--- config.mk ---
export PLATFORM = sky130hd
export DESIGN_NAME = sensor_packet_deframer_24bit_unit_flat
export DESIGN_NICKNAME = d
export VERILOG_FILES = /design/src/hdl/spd_pkg.sv /design/src/hdl/spd_byte_if.sv /design/src/hdl/spd_result_if.sv /design/src/hdl/spd_cfg_regs.sv /design/src/hdl/spd_deframer.sv /design/src/hdl/spd_emitter.sv /design/src/hdl/sensor_packet_deframer_24bit_unit.sv /design/src/flat_wrapper.sv
export SDC_FILE = /design/constraint.sdc
export NUM_CORES = 2
export LEC_CHECK = 0
export BUFFER_PORTS_ARGS = -buffer_cell sky130_fd_sc_hd__buf_2
export CAP_MARGIN = 15
export CORE_UTILIZATION = 55
export DETAILED_ROUTE_END_ITERATION = 10
export PLACE_DENSITY = 0.74
export SLEW_MARGIN = 20
export SYNTH_ARGS = -nofsm -noshare
export SYNTH_HDL_FRONTEND = slang
export SYNTH_SLANG_ARGS = --single-unit
--- constraint.sdc ---
create_clock -name clk -period 16.9 [get_ports clk]
set_input_delay 1.69 -clock clk [delete_from_list [all_inputs] [get_ports clk]]
set_output_delay 1.69 -clock clk [all_outputs]
set_load 0.1 [all_outputs]
--- src/hdl/spd_pkg.sv ---
// ----------------------------------------------------------------------------
// spd_pkg
// Shared types and constants for the start/stop byte packet deframer.
// ----------------------------------------------------------------------------
package spd_pkg;

  // Packet geometry
  localparam int CHANNELS     = 8;
  localparam int PACKET_BYTES = 33;

  // Derived widths and limits
  localparam int POS_W        = 6;
  localparam int CH_W         = (CHANNELS > 1) ? $clog2(CHANNELS) : 1;
  localparam int SAMPLE_END   = 2 + 3 * CHANNELS;
  // highest channel whose three bytes all lie inside the packet
  localparam int MAX_WHOLE_CH = (PACKET_BYTES - 5) / 3;
  localparam logic [POS_W-1:0] LAST_POS = POS_W'(PACKET_BYTES - 1);

  // Field widths
  localparam int BYTE_W   = 8;
  localparam int SAMP_W   = 24;
  localparam int SCALE_W  = 24;
  localparam int IDX_W    = 4;
  localparam int RESULT_W = 48;

  // Framing bytes
  localparam logic [BYTE_W-1:0] START_BYTE  = 8'hA0;
  localparam logic [BYTE_W-1:0] STOP_BYTE_A = 8'hC0;
  localparam logic [BYTE_W-1:0] STOP_BYTE_B = 8'hC1;

  // Configuration register map
  localparam int                 CFG_AW      = 3;
  localparam int                 CFG_DW      = 32;
  localparam logic               REG_SCALE   = 1'b0;
  localparam logic [SCALE_W-1:0] SCALE_RESET = 24'd95990;

  // Status codes
  localparam logic STATUS_OK      = 1'b0;
  localparam logic STATUS_BAD_END = 1'b1;

  typedef logic [CHANNELS-1:0][SAMP_W-1:0] sample_vec_t;

  // Packet-end handoff from deframer to emitter
  typedef struct packed {
    logic done;
    logic bad;
  } pkt_end_t;

endpackage

--- src/hdl/spd_byte_if.sv ---
// ----------------------------------------------------------------------------
// spd_byte_if
// Valid/ready channel carrying one received byte per beat.
// ----------------------------------------------------------------------------
interface spd_byte_if;
  import spd_pkg::*;

  logic              valid;
  logic              ready;
  logic [BYTE_W-1:0] rx_byte;

  modport source (output valid, output rx_byte, input ready);
  modport sink   (input valid, input rx_byte, output ready);
endinterface

--- src/hdl/spd_result_if.sv ---
// ----------------------------------------------------------------------------
// spd_result_if
// Valid/ready channel carrying one scaled channel sample per beat.
// ----------------------------------------------------------------------------
interface spd_result_if;
  import spd_pkg::*;

  logic                       valid;
  logic                       ready;
  logic [IDX_W-1:0]           channel_index;
  logic signed [RESULT_W-1:0] scaled_sample;
  logic                       status;
  logic                       last;

  modport source (output valid, output channel_index, output scaled_sample,
                  output status, output last, input ready);
  modport sink   (input valid, input channel_index, input scaled_sample,
                  input status, input last, output ready);
endinterface

--- src/hdl/spd_cfg_regs.sv ---
// ----------------------------------------------------------------------------
// spd_cfg_regs
// APB-style register port holding the sample scale factor.
// ----------------------------------------------------------------------------
module spd_cfg_regs (
  input  logic                          clk,
  input  logic                          rst_n,
  input  logic                          cfg_psel,
  input  logic                          cfg_penable,
  input  logic                          cfg_pwrite,
  input  logic [spd_pkg::CFG_AW-1:0]    cfg_paddr,
  input  logic [spd_pkg::CFG_DW-1:0]    cfg_pwdata,
  output logic [spd_pkg::CFG_DW-1:0]    cfg_prdata,
  output logic                          cfg_pready,
  output logic [spd_pkg::SCALE_W-1:0]   scale
);
  import spd_pkg::*;

  logic [SCALE_W-1:0] scale_r;
  logic [SCALE_W-1:0] scale_nxt;
  logic               wr_hit;

  // Write decode: register index is the word address
  assign wr_hit = cfg_psel && cfg_penable && cfg_pwrite && cfg_pready &&
                  (cfg_paddr[CFG_AW-1:2] == {(CFG_AW-2){REG_SCALE}});

  always_comb begin
    scale_nxt = scale_r;
    if (wr_hit) begin
      scale_nxt = cfg_pwdata[SCALE_W-1:0];
    end
  end

  always_ff @(posedge clk) begin
    if (!rst_n) begin
      scale_r <= SCALE_RESET;
    end else begin
      scale_r <= scale_nxt;
    end
  end

  // Read mux
  always_comb begin
    cfg_prdata = '0;
    if (cfg_paddr[CFG_AW-1:2] == {(CFG_AW-2){REG_SCALE}}) begin
      cfg_prdata = {{(CFG_DW-SCALE_W){1'b0}}, scale_r};
    end
  end

  assign cfg_pready = 1'b1;
  assign scale      = scale_r;

endmodule

--- src/hdl/spd_deframer.sv ---
// ----------------------------------------------------------------------------
// spd_deframer
// Hunts for the start byte, assembles 24-bit samples and checks the stop byte.
// ----------------------------------------------------------------------------
module spd_deframer (
  input  logic                  clk,
  input  logic                  rst_n,
  spd_byte_if.sink              in_ch,
  input  logic                  emit_busy,
  output spd_pkg::pkt_end_t     pkt_end,
  output spd_pkg::sample_vec_t  samples
);
  import spd_pkg::*;

  logic [POS_W-1:0]  pos_r,  pos_nxt;
  logic [1:0]        phase_r, phase_nxt;
  logic [CH_W-1:0]   chan_r, chan_nxt;
  logic [15:0]       asm_r,  asm_nxt;
  logic [SAMP_W-1:0] store_r [CHANNELS];

  logic              accept;
  logic              in_samples;
  logic              wr_en;
  logic [SAMP_W-1:0] wr_data;
  logic [BYTE_W-1:0] b;

  // Hold off the final byte while the previous packet is still draining
  assign in_ch.ready = !(emit_busy && (pos_r == LAST_POS));
  assign accept      = in_ch.valid && in_ch.ready;
  assign b           = in_ch.rx_byte;
  assign in_samples  = (int'(pos_r) >= 2) && (int'(pos_r) < SAMPLE_END);

  // Framing and sample assembly
  always_comb begin
    pos_nxt   = pos_r;
    phase_nxt = phase_r;
    chan_nxt  = chan_r;
    asm_nxt   = asm_r;
    wr_en     = 1'b0;
    wr_data   = {asm_r, b};
    pkt_end   = '0;
    if (accept) begin
      if (pos_r == '0) begin
        if (b == START_BYTE) begin
          pos_nxt   = POS_W'(1);
          phase_nxt = 2'd0;
          chan_nxt  = '0;
        end
      end else begin
        if (in_samples) begin
          case (phase_r)
            2'd0: begin
              asm_nxt   = {8'h00, b};
              phase_nxt = 2'd1;
            end
            2'd1: begin
              asm_nxt   = {asm_r[7:0], b};
              phase_nxt = 2'd2;
            end
            default: begin
              wr_en     = 1'b1;
              phase_nxt = 2'd0;
              chan_nxt  = chan_r + CH_W'(1);
            end
          endcase
        end
        if (pos_r < LAST_POS) begin
          pos_nxt = pos_r + POS_W'(1);
        end else begin
          pos_nxt      = '0;
          pkt_end.done = 1'b1;
          pkt_end.bad  = (b != STOP_BYTE_A) && (b != STOP_BYTE_B);
        end
      end
    end
  end

  always_ff @(posedge clk) begin
    if (!rst_n) begin
      pos_r   <= '0;
      phase_r <= 2'd0;
      chan_r  <= '0;
      asm_r   <= '0;
    end else begin
      pos_r   <= pos_nxt;
      phase_r <= phase_nxt;
      chan_r  <= chan_nxt;
      asm_r   <= asm_nxt;
    end
  end

  // Sample store, no reset
  always_ff @(posedge clk) begin
    if (wr_en) begin
      store_r[chan_r] <= wr_data;
    end
  end

  // Store view including this beat's write, for the end-of-packet snapshot
  always_comb begin
    for (int i = 0; i < CHANNELS; i++) begin
      samples[i] = (wr_en && (int'(chan_r) == i)) ? wr_data : store_r[i];
    end
  end

  // Assertions
  a_pos_range: assert property (@(posedge clk) disable iff (!rst_n)
    pos_r <= LAST_POS)
    else $error("byte position past packet end");

  a_stall_cause: assert property (@(posedge clk) disable iff (!rst_n)
    !in_ch.ready |-> (emit_busy && pos_r == LAST_POS))
    else $error("input stalled without a pending packet end");

  a_hunt_restart: assert property (@(posedge clk) disable iff (!rst_n)
    pkt_end.done |=> pos_r == '0)
    else $error("deframer did not return to hunting");

endmodule

--- src/hdl/spd_emitter.sv ---
// ----------------------------------------------------------------------------
// spd_emitter
// Snapshots a finished packet and sends one scaled sample per beat.
// ----------------------------------------------------------------------------
module spd_emitter (
  input  logic                   clk,
  input  logic                   rst_n,
  input  spd_pkg::pkt_end_t      pkt_end,
  input  spd_pkg::sample_vec_t   samples,
  input  logic [spd_pkg::SCALE_W-1:0] scale,
  output logic                   emit_busy,
  spd_result_if.source           out_ch
);
  import spd_pkg::*;

  logic              busy_r,  busy_nxt;
  logic              err_r,   err_nxt;
  logic [CH_W-1:0]   ch_r,    ch_nxt;
  logic [SAMP_W-1:0] shadow_r [CHANNELS];

  logic                       oval_r,  oval_nxt;
  logic [IDX_W-1:0]           oidx_r;
  logic signed [RESULT_W-1:0] osamp_r;
  logic                       ostat_r;
  logic                       olast_r;

  logic                       load;
  logic                       beat_last;
  logic                       whole;
  logic [SAMP_W-1:0]          sel;
  logic signed [RESULT_W:0]   prod;

  assign load      = busy_r && (!oval_r || out_ch.ready);
  assign beat_last = err_r || (ch_r == CH_W'(CHANNELS - 1));
  assign whole     = int'(ch_r) <= MAX_WHOLE_CH;
  assign sel       = shadow_r[ch_r];
  assign prod      = $signed(sel) * $signed({1'b0, scale});

  // Channel sequencer
  always_comb begin
    busy_nxt = busy_r;
    err_nxt  = err_r;
    ch_nxt   = ch_r;
    if (pkt_end.done) begin
      busy_nxt = 1'b1;
      err_nxt  = pkt_end.bad;
      ch_nxt   = '0;
    end else if (load) begin
      ch_nxt = ch_r + CH_W'(1);
      if (beat_last) begin
        busy_nxt = 1'b0;
      end
    end
  end

  always_ff @(posedge clk) begin
    if (!rst_n) begin
      busy_r <= 1'b0;
      err_r  <= 1'b0;
      ch_r   <= '0;
    end else begin
      busy_r <= busy_nxt;
      err_r  <= err_nxt;
      ch_r   <= ch_nxt;
    end
  end

  // Packet snapshot
  always_ff @(posedge clk) begin
    if (pkt_end.done) begin
      for (int i = 0; i < CHANNELS; i++) begin
        shadow_r[i] <= samples[i];
      end
    end
  end

  // Output register
  always_comb begin
    oval_nxt = oval_r;
    if (load) begin
      oval_nxt = 1'b1;
    end else if (out_ch.ready) begin
      oval_nxt = 1'b0;
    end
  end

  always_ff @(posedge clk) begin
    if (!rst_n) begin
      oval_r <= 1'b0;
    end else begin
      oval_r <= oval_nxt;
    end
  end

  always_ff @(posedge clk) begin
    if (load) begin
      oidx_r  <= err_r ? '0 : IDX_W'(ch_r);
      osamp_r <= (err_r || !whole) ? '0 : prod[RESULT_W-1:0];
      ostat_r <= err_r ? STATUS_BAD_END : STATUS_OK;
      olast_r <= beat_last;
    end
  end

  assign emit_busy            = busy_r;
  assign out_ch.valid         = oval_r;
  assign out_ch.channel_index = oidx_r;
  assign out_ch.scaled_sample = osamp_r;
  assign out_ch.status        = ostat_r;
  assign out_ch.last          = olast_r;

  // Assertions
  a_no_overlap: assert property (@(posedge clk) disable iff (!rst_n)
    !(pkt_end.done && busy_r))
    else $error("packet ended while previous one still draining");

  a_busy_start: assert property (@(posedge clk) disable iff (!rst_n)
    $rose(busy_r) |-> $past(pkt_end.done))
    else $error("emitter started without a packet end");

  a_err_beat: assert property (@(posedge clk) disable iff (!rst_n)
    (oval_r && ostat_r) |-> (olast_r && osamp_r == '0 && oidx_r == '0))
    else $error("malformed error beat");

endmodule

--- src/hdl/sensor_packet_deframer_24bit_unit.sv ---
// ----------------------------------------------------------------------------
// sensor_packet_deframer_24bit_unit
// Start/stop byte deframer producing scaled 24-bit channel samples.
//
//   Channel   Dir  Beat                         Handshake
//   in_ch     in   one received byte            valid/ready
//   out_ch    out  channel, sample, status      valid/ready
//   cfg_*     in   scale factor register        APB, pready tied high
//
// One byte is accepted per cycle; the final byte sets busy, then results stream
// from the output register one per cycle (CHANNELS beats, or one error beat).
// The per-beat path is one 24x25 multiply between the snapshot and output regs.
// Input stalls only on a packet's final byte while the previous packet drains.
// Output backpressure holds the output register; input keeps flowing otherwise.
// Synchronous active-low reset returns to hunting with the default scale.
// ----------------------------------------------------------------------------
module sensor_packet_deframer_24bit_unit (
  input  logic                        clk,
  input  logic                        rst_n,
  spd_byte_if.sink                    in_ch,
  spd_result_if.source                out_ch,
  input  logic                        cfg_psel,
  input  logic                        cfg_penable,
  input  logic                        cfg_pwrite,
  input  logic [spd_pkg::CFG_AW-1:0]  cfg_paddr,
  input  logic [spd_pkg::CFG_DW-1:0]  cfg_pwdata,
  output logic [spd_pkg::CFG_DW-1:0]  cfg_prdata,
  output logic                        cfg_pready
);
  import spd_pkg::*;

  logic [SCALE_W-1:0] scale;
  logic               emit_busy;
  pkt_end_t           pkt_end;
  sample_vec_t        samples;

  spd_cfg_regs u_cfg (
    .clk         (clk),
    .rst_n       (rst_n),
    .cfg_psel    (cfg_psel),
    .cfg_penable (cfg_penable),
    .cfg_pwrite  (cfg_pwrite),
    .cfg_paddr   (cfg_paddr),
    .cfg_pwdata  (cfg_pwdata),
    .cfg_prdata  (cfg_prdata),
    .cfg_pready  (cfg_pready),
    .scale       (scale)
  );

  spd_deframer u_deframer (
    .clk       (clk),
    .rst_n     (rst_n),
    .in_ch     (in_ch),
    .emit_busy (emit_busy),
    .pkt_end   (pkt_end),
    .samples   (samples)
  );

  spd_emitter u_emitter (
    .clk       (clk),
    .rst_n     (rst_n),
    .pkt_end   (pkt_end),
    .samples   (samples),
    .scale     (scale),
    .emit_busy (emit_busy),
    .out_ch    (out_ch)
  );

endmodule

--- src/flat_wrapper.sv ---
// flat-port wrapper written by rule: the top's interface ports become plain ports
module sensor_packet_deframer_24bit_unit_flat import spd_pkg::*;
  (clk, rst_n, cfg_psel, cfg_penable, cfg_pwrite, cfg_paddr, cfg_pwdata, cfg_prdata, cfg_pready, in_ch_valid, in_ch_rx_byte, in_ch_ready, out_ch_valid, out_ch_channel_index, out_ch_scaled_sample, out_ch_status, out_ch_last, out_ch_ready);
  spd_byte_if in_ch_i ();
  spd_result_if out_ch_i ();
  input  logic clk;
  input  logic rst_n;
  input  logic cfg_psel;
  input  logic cfg_penable;
  input  logic cfg_pwrite;
  input  logic [spd_pkg::CFG_AW-1:0] cfg_paddr;
  input  logic [spd_pkg::CFG_DW-1:0] cfg_pwdata;
  output logic [spd_pkg::CFG_DW-1:0] cfg_prdata;
  output logic cfg_pready;
  input wire logic [$bits(in_ch_i.valid)-1:0] in_ch_valid;
  input wire logic [$bits(in_ch_i.rx_byte)-1:0] in_ch_rx_byte;
  output wire logic [$bits(in_ch_i.ready)-1:0] in_ch_ready;
  output wire logic [$bits(out_ch_i.valid)-1:0] out_ch_valid;
  output wire logic [$bits(out_ch_i.channel_index)-1:0] out_ch_channel_index;
  output wire logic [$bits(out_ch_i.scaled_sample)-1:0] out_ch_scaled_sample;
  output wire logic [$bits(out_ch_i.status)-1:0] out_ch_status;
  output wire logic [$bits(out_ch_i.last)-1:0] out_ch_last;
  input wire logic [$bits(out_ch_i.ready)-1:0] out_ch_ready;
  assign in_ch_i.valid = in_ch_valid;
  assign in_ch_i.rx_byte = in_ch_rx_byte;
  assign in_ch_ready = in_ch_i.ready;
  assign out_ch_valid = out_ch_i.valid;
  assign out_ch_channel_index = out_ch_i.channel_index;
  assign out_ch_scaled_sample = out_ch_i.scaled_sample;
  assign out_ch_status = out_ch_i.status;
  assign out_ch_last = out_ch_i.last;
  assign out_ch_i.ready = out_ch_ready;
  sensor_packet_deframer_24bit_unit u_core (.clk(clk), .rst_n(rst_n), .in_ch(in_ch_i), .out_ch(out_ch_i), .cfg_psel(cfg_psel), .cfg_penable(cfg_penable), .cfg_pwrite(cfg_pwrite), .cfg_paddr(cfg_paddr), .cfg_pwdata(cfg_pwdata), .cfg_prdata(cfg_prdata), .cfg_pready(cfg_pready));
endmodule
# Word level (Yosys, flattened, before mapping)
# Memories as Yosys holds them, arrays and structs flattened. A register that Yosys moved wholly into a read port is not among the register bits.
# Index checks and enable logic that the tools add are counted.
[op_classes]
addsub = 3
n_mul = 1
order_cmp = 3
eq_ne = 15
mux = 40
n_bitwise = 3
reduce_logical = 35
[ops]
columns = ["cell", "n"]
rows = [
  ["$mux 24", 9],
  ["$mul 24x25->48", 1],
  ["$pmux 16 s2", 1],
  ["$mux 3", 6],
  ["$mux 6", 3],
  ["$logic_and 1x1->1", 16],
  ["$ne 8x8->1 const B", 2],
  ["$eq 3x3->1 const B", 5],
  ["$mux 1", 14],
  ["$mux 2", 6],
  ["$reduce_bool 2->1", 5],
  ["$eq 8x8->1 const B", 1],
  ["$reduce_and 4->1", 2],
  ["$add 3x1->3 const B", 2],
  ["$add 6x1->6 const B", 1],
  ["$eq 3x2->1 const B", 2],
  ["$eq 6x6->1 const B", 1],
  ["$ge 6x2->1 const B", 1],
  ["$logic_not 6->1", 1],
  ["$lt 6x5->1 const B", 1],
  ["$lt 6x6->1 const B", 1],
  ["$ne 2x1->1 const B", 2],
  ["$pmux 2 s2", 1],
  ["$reduce_and 2->1", 2],
  ["9 further kinds", 14],
]
[word_totals]
ff_bits = 111
ramBits = 384
in_bits = 50
output_inout_bits = 89
wordCells = 116
memories = 2
[memory_table]
columns = ["name", "words", "word_bits", "rd", "rd_ports_with_merged_regs", "wr", "line", "source"]
rows = [
  ["u_core.u_deframer.store_r", 8, 24, 8, 0, 1, "spd_deframer.sv:19", "logic [SAMP_W-1:0] store_r [CHANNELS];"],
  ["u_core.u_emitter.shadow_r", 8, 24, 1, 1, 8, "spd_emitter.sv:19", "logic [SAMP_W-1:0] shadow_r [CHANNELS];"],
]

# Logic depth before layout (Yosys ltp)
[depth]
ltp_word = 8
ltp_mapped = 29

# Hierarchy
# A second synthesis with hierarchy kept.
[unflattened]
hier_cells = 3425
hier_area_um2 = 40901.7
[by_module_without_submodules]
columns = ["mod", "instances", "cells_per_inst", "area_each_um2", "seq_area_each_um2"]
rows = [
  ["spd_emitter", 1, 2672, 29173.0, 7537.2],
  ["spd_deframer", 1, 611, 10443.8, 6306.0],
  ["spd_cfg_regs", 1, 142, 1285.0, 480.5],
]

# Least setup slack after synthesis
# No wires, ideal clock.
[synth_path]
path_kind = "register -> register"
from = "register (tool-made name)"
to = "register u_core.u_emitter.osamp_r[41] (netlist: u_core.u_emitter.out_ch.scaled_sample[41]) (data pin)"
setup_ps = 270
arrival_ps = 7743
required_time_ps = 16630
path_slack_ps = 8887
path_stages_with_launch = 29
n_path_buf = 4
path_cell_list = "dfxtp_1 -> buf_2 -> buf_2 -> mux4_2 -> mux2i_1 -> clkbuf_1 -> nor2b_1 -> fa_1 -> inv_1 -> fa_1 -> fa_1 -> fa_1 -> inv_1 -> fa_1 -> fa_1 -> inv_1 -> fa_1 -> inv_1 -> ha_1 -> buf_2 -> a21oi_1 -> o21ai_1 -> a221o_1 -> a21o_1 -> a21oi_1 -> a31oi_1 -> o2111ai_1 -> nor3b_1 -> nor3_1"
[synth_rtl]
columns = ["item", "line", "source"]
rows = [
  ["to (signal assigned)", "spd_emitter.sv:98", "osamp_r <= (err_r || !whole) ? '0 : prod[RESULT_W-1:0];"],
  ["to (decl)", "spd_emitter.sv:23", "logic signed [RESULT_W-1:0] osamp_r;"],
]

==> out/qor.yml <==
route:
  drt-total-wl_mm: 92.95
  drc_errors: 0
  vias: 24690
  final_antenna_net_count: 0
  post_drt_via_cell_ratio: 5.637
  drtIter0Drc: 2012
  drt-wirelength-per-cell_um: 21.22
  first_pass_iters: 5
power_and_ir_drop:
  p_per_area_nw_per_um2: 90.27
  leakagePower_nw: 17.74
  ir_worst_vdd_uv: 148.6
clocking:
  post_cts_resized: 0
  cts_setup_buffers: 0
  clock_path_buffers: 3
  clkLatencyLatePin_ns: 0.61
  cts_tree: "done"
  clock-sinks: 497
  cts_hold_buf: 0
  htree_levels: 2
  numCtsBuffers: 48
  root_buffer: "clkbuf_16"
  path_clk_slew_ns: 0.06
worst_setup_path:
  critPathMaxFanout: 36
  crit_type: "flip-flop to flip-flop"
  path_common_cell: "fa_1"
  cp_slowest_stage_delay_ns: 0.73
  path_buf_inv: 7
  worstSetupStartpointType: "flip-flop"
  worstPathRequired_ns: 17.20
  cp_slowest_cell: "buf_4"
  setup.worst_path.end_class: "flip-flop"
  cp_top_family: "adder cells"
  cp.arrival_ns: 10.05
layout:
  syn_to_final_growth_pct: 7.512
  drive_gt1_share_pct: 15.62
  nFillCells: 5580
  fin_nets: 4137
logic_synthesis:
  synthTopCellsByCount: "inv_1, fa_1, edfxtp_1"
  synth_top_cell_area_share_pct: 33.33
  synth_edf_count: 437
  async_flop_share_pct: 0
  synth_top_area_cell: "edfxtp_1"
  synth_cell_types: 70
  synthTopCellsByArea: "edfxtp_1, fa_1, ha_1"
  yosys_warnings: 0
  ys_seq_area_share_pct: 36.38
  netlist_instances: 3373
  syn_area_um2: 39380
  ys.flop_type: "edfxtp_1"
  avgSynthCellArea_um2: 11.67
  yosys.cell_count.top_type: "inv_1"
  ys_seq_elements: 497
global_route:
  grt_max_degree: 81
  overflow: 0
  grt_pass1_wl_mm: 145.3
  antenna_found_initial: 2
  grt_use_total_pct: 26.03
  grt_pass1_vias: 25680
timing:
  worstMarginPinSlew_ns: 1.160
  finalHoldViolCount: 0
  slew_headroom_pct: 22.65
  whs_ns: 0.4751
  slew_viol_final: 0
  setup_viol: 0
  rsz0062_at_grt: "false"
  fin_skew_ns: 0.04900
  worst_slack_ns: 7.143
  tns_ns: 0
  min_period_ns: 9.757
  fmax_mhz: 102.5
  period_share_pct: 57.73
die:
  start_util_pct: 55.94
  die_x_um: 269.6
  die_area_um2: 72670
  ioPinCount: 139
  dieHeight_um: 269.6
  fp.coreArea_um2: 70390
  fp-row-count: 97
outcome:
  status: "finished clean"
placed_design:
  io_buffers: 118
  place_ws_ns: 7.189
  gp_congestion: 0.8824
  dpl.hpwl_mm: 61.58
min_path:
  holdCritPathClass: "flip-flop to flip-flop"
job:
  cap_violations: 0
## routing by layer
metal | part of all wire, % | track usage [%]
met5 | 0 | 0
met4 | 3.2 | 8.583
met3 | 7.7 | 4.043
met2 | 49 | 43.83
met1 | 40 | 34.59
## power by group
group	internal (mW)	switching [mW]	leakage (nW)	total [mW]
Clock	0.622	0.467	0.772	1.09
Sequential	1.38	0.00271	4.28	1.38
Combinational	0.520	0.829	12.7	1.35
Total	2.52	1.30	17.7	3.82
## worst reg2reg max path, cell delays in order, from the launching register on
cell     delay, ns
dfxtp_4       0.52
buf_4         0.73
mux4_2        0.39
mux2_2        0.66
nand2_1       0.24
fa_1          0.59
inv_1         0.05
fa_1          0.50
inv_1         0.07
fa_1          0.51
fa_1          0.52
inv_1         0.06
fa_1          0.49
fa_1          0.50
inv_1         0.05
fa_1          0.50
inv_1         0.06
ha_1          0.45
nand4_1       0.22
nor2_1        0.27
inv_1         0.08
nor4_1        0.23
o31ai_1       0.23
a31oi_1       0.68
o21ai_0       0.24
xnor2_1       0.54
nor2_1        0.08
## layout by cell type, fill, tap and decap left out, types with 29 or more instances in the layout
cell / synthesis / final
a21boi_0: 33 / 33
a21o_1: 29 / 29
a21oi_1: 50 / 50
and2_1: 150 / 150
buf_2: 18 / 118
buf_4: 20 / 44
clkbuf_16: 0 / 48
dfxtp_1: 60 / 54
edfxtp_1: 437 / 437
fa_1: 482 / 482
ha_1: 207 / 207
inv_1: 556 / 554
mux2_2: 209 / 209
mux4_2: 48 / 48
nand2_1: 390 / 390
nand3_1: 33 / 33
nor2_1: 89 / 83
nor2b_1: 166 / 166
o21ai_0: 29 / 29
## state kept, by name, summed over array words and instances (netlist names), named ones only
signal                                 cells
u_core.u_cfg.scale                        24
u_core.u_emitter.out_ch.status             1
u_core.u_emitter.out_ch.last               1
u_core.u_emitter.out_ch.valid              1
u_core.u_deframer.asm_r                   16
u_core.u_deframer.store_r                192
u_core.u_deframer.pos_r                    6
u_core.u_emitter.out_ch.scaled_sample     48
u_core.u_deframer.phase_r                  2
u_core.u_emitter.emit_busy                 1
u_core.u_emitter.shadow_r                192
u_core.u_deframer.chan_r                   3
u_core.u_emitter.ch_r                      3
u_core.u_emitter.out_ch.channel_index      3
u_core.u_emitter.err_r                     1
## final timing paths
kind / from / cells after the start / end / slack, ns
max: flip-flop / 26 / u_core.u_emitter.out_ch.scaled_sample[47] / 7.14
min: u_core.u_cfg.scale[15] / 2 / u_core.u_cfg.scale[15] / 0.48
max reg2reg: flip-flop / 26 / u_core.u_emitter.out_ch.scaled_sample[47] / 7.14
min reg2reg: u_core.u_cfg.scale[15] / 2 / u_core.u_cfg.scale[15] / 0.48
## cells by family after synthesis
family                   after synthesis  share of synthesized area, %
adder cells (fa/ha/maj)              689                         31.08
other                                  2                       0.01907
flip-flops                           497                         36.38
AO/OA/AOI/OAI                        192                         3.327
AND/OR/NAND/NOR                      930                         11.76
buffers and inverters                751                         7.445
XOR/XNOR                              44                        0.9787
multiplexers                         268                         9.005
## metrics by stage
step / utilization [%] / std cells / cell area, µm² / power, mW
after detailed placement: 57.87 / 4288 / 40730 / 2.742
after CTS: 60.13 / 4378 / 42330 / 3.831
final: 60.14 / 4380 / 42330 / 3.821
after global routing: 60.13 / 4378 / 42330 / 4.061
after global placement: 57.87 / 4288 / 40730 / 2.726
after floorplan: - / 3381 / 39410 / 2.448
## area by class of cell
cell class	count	area (µm²)	area share (%)
diodes	2	5.005	0.01182
clock buffers	61	1250	2.953
clock inverters	29	341.6	0.8069
inverters	556	2092	4.942
multi-input cells	2133	22210	52.47
flip-flops and latches	497	14340	33.87
well taps	940	1176	2.778
repair buffers	162	920.9	2.175
Note: power is estimated with default switching activity, not from simulation.
